==> src/sbs_ram.sv <==
// Generic single-port-write, single-port-read RAM with registered read.
// No dependencies.
module sbs_ram #(
   parameter int WIDTH = 32,
   parameter int DEPTH = 128
) (
   input  logic                     clock,
   input  logic                     wr_en,
   input  logic [$clog2(DEPTH)-1:0] wr_addr,
   input  logic [WIDTH-1:0]         wr_data,
   input  logic [$clog2(DEPTH)-1:0] rd_addr,
   output logic [WIDTH-1:0]         rd_data
);
   logic [WIDTH-1:0] mem_ff [DEPTH];
   logic [WIDTH-1:0] rd_data_ff;

   always_ff @(posedge clock) begin
      if (wr_en) begin
         mem_ff[wr_addr] <= wr_data;
      end
      rd_data_ff <= mem_ff[rd_addr];
   end

   assign rd_data = rd_data_ff;
endmodule

==> config.mk <==
export PLATFORM = sky130hd
export DESIGN_NAME = sbs_ram
export DESIGN_NICKNAME = d
export VERILOG_FILES = /design/src/sbs_ram.sv
export SDC_FILE = /design/constraint.sdc
export NUM_CORES = 2
export LEC_CHECK = 0
export BUFFER_PORTS_ARGS = -buffer_cell sky130_fd_sc_hd__buf_2
export CAP_MARGIN = 20
export CORE_ASPECT_RATIO = 1.4
export CORE_MARGIN = 3
export CORE_UTILIZATION = 25
export CTS_CLUSTER_DIAMETER = 120
export DETAILED_ROUTE_END_ITERATION = 7
export MAX_ROUTING_LAYER = met4
export PLACE_DENSITY = 0.47
export SLEW_MARGIN = 30
export SYNTH_ARGS = -nofsm -noshare
export SYNTH_HDL_FRONTEND = slang
export SYNTH_SLANG_ARGS = --single-unit
==> constraint.sdc <==
create_clock -name clock -period 2.95 [get_ports clock]
set_input_delay 0 -clock clock [delete_from_list [all_inputs] [get_ports clock]]
set_output_delay 0 -clock clock [all_outputs]
set_load 0.02 [all_outputs]
==> results.sh <==
export IMPL_status="completed"
export IMPL_yosys_area_top_type_share_pct=78.71
export IMPL_hold_viol_final=0
export IMPL_clockRootBuffer="clkbuf_16"
export IMPL_hold_ws_ns=0.1094
export IMPL_dieArea_mm2=0.6348
export IMPL_grt_start_max_net_pins=129
export IMPL_clk_path_buf_depth=4
export IMPL_ir_drop_uv=503.6
export IMPL_vias_per_cell=4.624
export IMPL_syn_nets=6038
export IMPL_htree_levels=5
export IMPL_clk_pin_slew_worst_paths_ns=0.07
export IMPL_antenna_found_initial=74
export IMPL_final_setup_skew_ns=0.08914
export IMPL_netlist_area_mm2=0.1563
export IMPL_slowest_stage="dlygate4sd3_1"
export IMPL_drc=0
export IMPL_path_common_cell="dlygate4sd3_1"
export IMPL_synth_area_leaders="edfxtp_1 79%, mux4_2 19%, clkbuf_1 0.44%"
export IMPL_setup_slack_ns=0.2302
export IMPL_path_cells="dlygate4sd3_1, buf_2, nor2_1, nand4_1, dlygate4sd3_1, buf_4, nor2_4, dlygate4sd3_1"
export IMPL_cts_buffers=387
export IMPL_ys_seq_area_share_pct=79.12
export IMPL_dp_hpwl_mm=297.4
export IMPL_cts_sinks=4128
export IMPL_yosys_register_bits=4128
export IMPL_post_cts_setup_buffers=0
export IMPL_route_met2_wl_mm=266.9
export IMPL_dr_max_layer_used="met4"
export IMPL_overflow=0
export IMPL_worst_pin_slew_ns=1.113
export IMPL_core_rowCount=343
export IMPL_crit_path_end_kind="flip-flop"
export IMPL_ant_nets=0
export IMPL_fmax_ghz=0.3677
export IMPL_layout_common_cells="4,096 x edfxtp_1, 1,344 x mux4_2, 390 x clkbuf_16"
export IMPL_rrSetupSlack_ns=0.28
export IMPL_clock_latency_ns=0.96
export IMPL_dp_worst_setup_slack_ns=-0.4174
export IMPL_portBuffers=79
export IMPL_wl_met1_mm=184.4
export IMPL_ys_warnings_count=0
export IMPL_power_density_mw_per_mm2=653.0
export IMPL_design_core_area_mm2=0.6231
export IMPL_final_net_count=6825
export IMPL_die_h_um=941.5
export IMPL_grt_pass1_wl_mm=661.6
export IMPL_fin_crit_ns=2.720
export IMPL_final_max_slew_viol_count=0
export IMPL_path_class="input port to flip-flop"
export IMPL_cap_viol_max_count=0
export IMPL_wl_per_cell_um=31.42
export IMPL_fin_crit_sh_pct=92.20
export IMPL_min_path_type="input port to flip-flop"
export IMPL_area_growth_pct=20.46
export IMPL_slew_headroom_pct=25.81
export IMPL_drt_iter0_drc=7980
export IMPL_syn_inst=5990
export IMPL_cts_tree="done"
export IMPL_setup_worst_path_start_class="input port"
export IMPL_ios=80
export IMPL_gp_congestion=0.7820
export IMPL_grt_pass1_vias=75170
export IMPL_synthesis_area_per_instance_um2=26.09
export IMPL_start_util_pct=25.08
export IMPL_yosysUniqueCellTypes=17
export IMPL_synth_top_area_cell="edfxtp_1"
export IMPL_fin_setup_tns_ns=0
export IMPL_leakage_nw=56.69
export IMPL_slowest_delay_ns=0.93
export IMPL_finalSetupViolCount=0
export IMPL_arrival_ns=3.27
export IMPL_vias=71520
export IMPL_die_w_um=674.2
export IMPL_drive_above_1_share_pct=38.73
export IMPL_first_pass_iters=5
export IMPL_layout_commonest_cell="edfxtp_1"
export IMPL_rsz0062_at_grt="false"
export IMPL_grtUsageTotal_pct=15.56
export IMPL_worstPathRequired_ns=3.50
export IMPL_wl_mm=486.0
export IMPL_met3WireLength_mm=22.73
export IMPL_critPathMaxFanout=8
[cell usage after synthesis (all sizes together)]
| cell type | number |
|---|---|
| nand3 | 12 |
| nand2 | 14 |
| nand2b | 2 |
| nand4 | 3 |
| nor3 | 9 |
| nor2b | 7 |
| mux2 | 32 |
| mux4 | 1344 |
| dfxtp | 32 |
| buf | 134 |
| edfxtp | 4096 |
| or3 | 1 |
| clkbuf | 182 |
| nor2 | 122 |
[path summary, 6_finish.rpt]
path	startpoint	cells after the start	endpoint
max	wr_addr[3]	8	mem_ff[99][18]
min	wr_data[14]	2	mem_ff[42][14]
max reg2reg	mem_ff[117][2]	5	rd_data[2]
min reg2reg	mem_ff[93][20]	4	rd_data[20]
[sequential cells by signal, summed over array words and instances, names as in the netlist]
| register | flops |
|---|---|
| rd_data | 32 |
| mem_ff | 4096 |
[layer usage]
metal | vias to the layer above | track usage (%)
li1 | 28070 | -
met1 | 40790 | 18.24
met2 | 2169 | 28.42
met3 | 488 | 1.756
met4 | 0 | 3.634
met5 | - | -
[power breakdown]
| group | switching, W | internal (W) | total, W |
|---|---|---|---|
| clock | 0.0222 | 0.0282 | 0.0504 |
| sequential | 0.000287 | 0.0647 | 0.0650 |
| combinational | 0.00451 | 0.00299 | 0.00750 |
| total | 0.0270 | 0.0959 | 0.123 |
[critical path: cells and delay by family]
kind                   cells  cell delay [ns]
AND/OR/NAND/NOR            3             0.74
buffers and inverters      5             2.51
[cells by family after synthesis]
family	synth area share, %
buffers and inverters	0.8391
DFF	79.12
muxes	19.60
and+or+nand+nor	0.4460
[cell type report]
type	count	area (um2)
Sequential cell	4128	123600
Clock inverter	246	2441
Antenna cell	91	227.7
Multi-Input combinational cell	1546	32330
Tap cell	8280	10360
Fill cell	59590	434900
Clock buffer	463	10090
Timing Repair Buffer	714	9165
[metrics by stage]
step / total power, W / cell area [um2] / utilization, % / instances
floorplan: 0.06931 / 156300 / - / 5990
global placement: 0.07384 / 174900 / 28.06 / 14620
finish: 0.1229 / 188300 / 30.21 / 15470
global route: 0.1266 / 188200 / 30.20 / 15430
detailed placement: 0.07395 / 174900 / 28.07 / 14620
CTS: 0.1244 / 187900 / 30.16 / 15370
[timing repair]
item | CTS | global route
resized for setup | 0 | 0
setup endpoints to repair | 0 | 0
hold buffers | 46 | 0
endpoints found under the hold margin | 4502 | 0
Power figures use the tool's default switching activity.
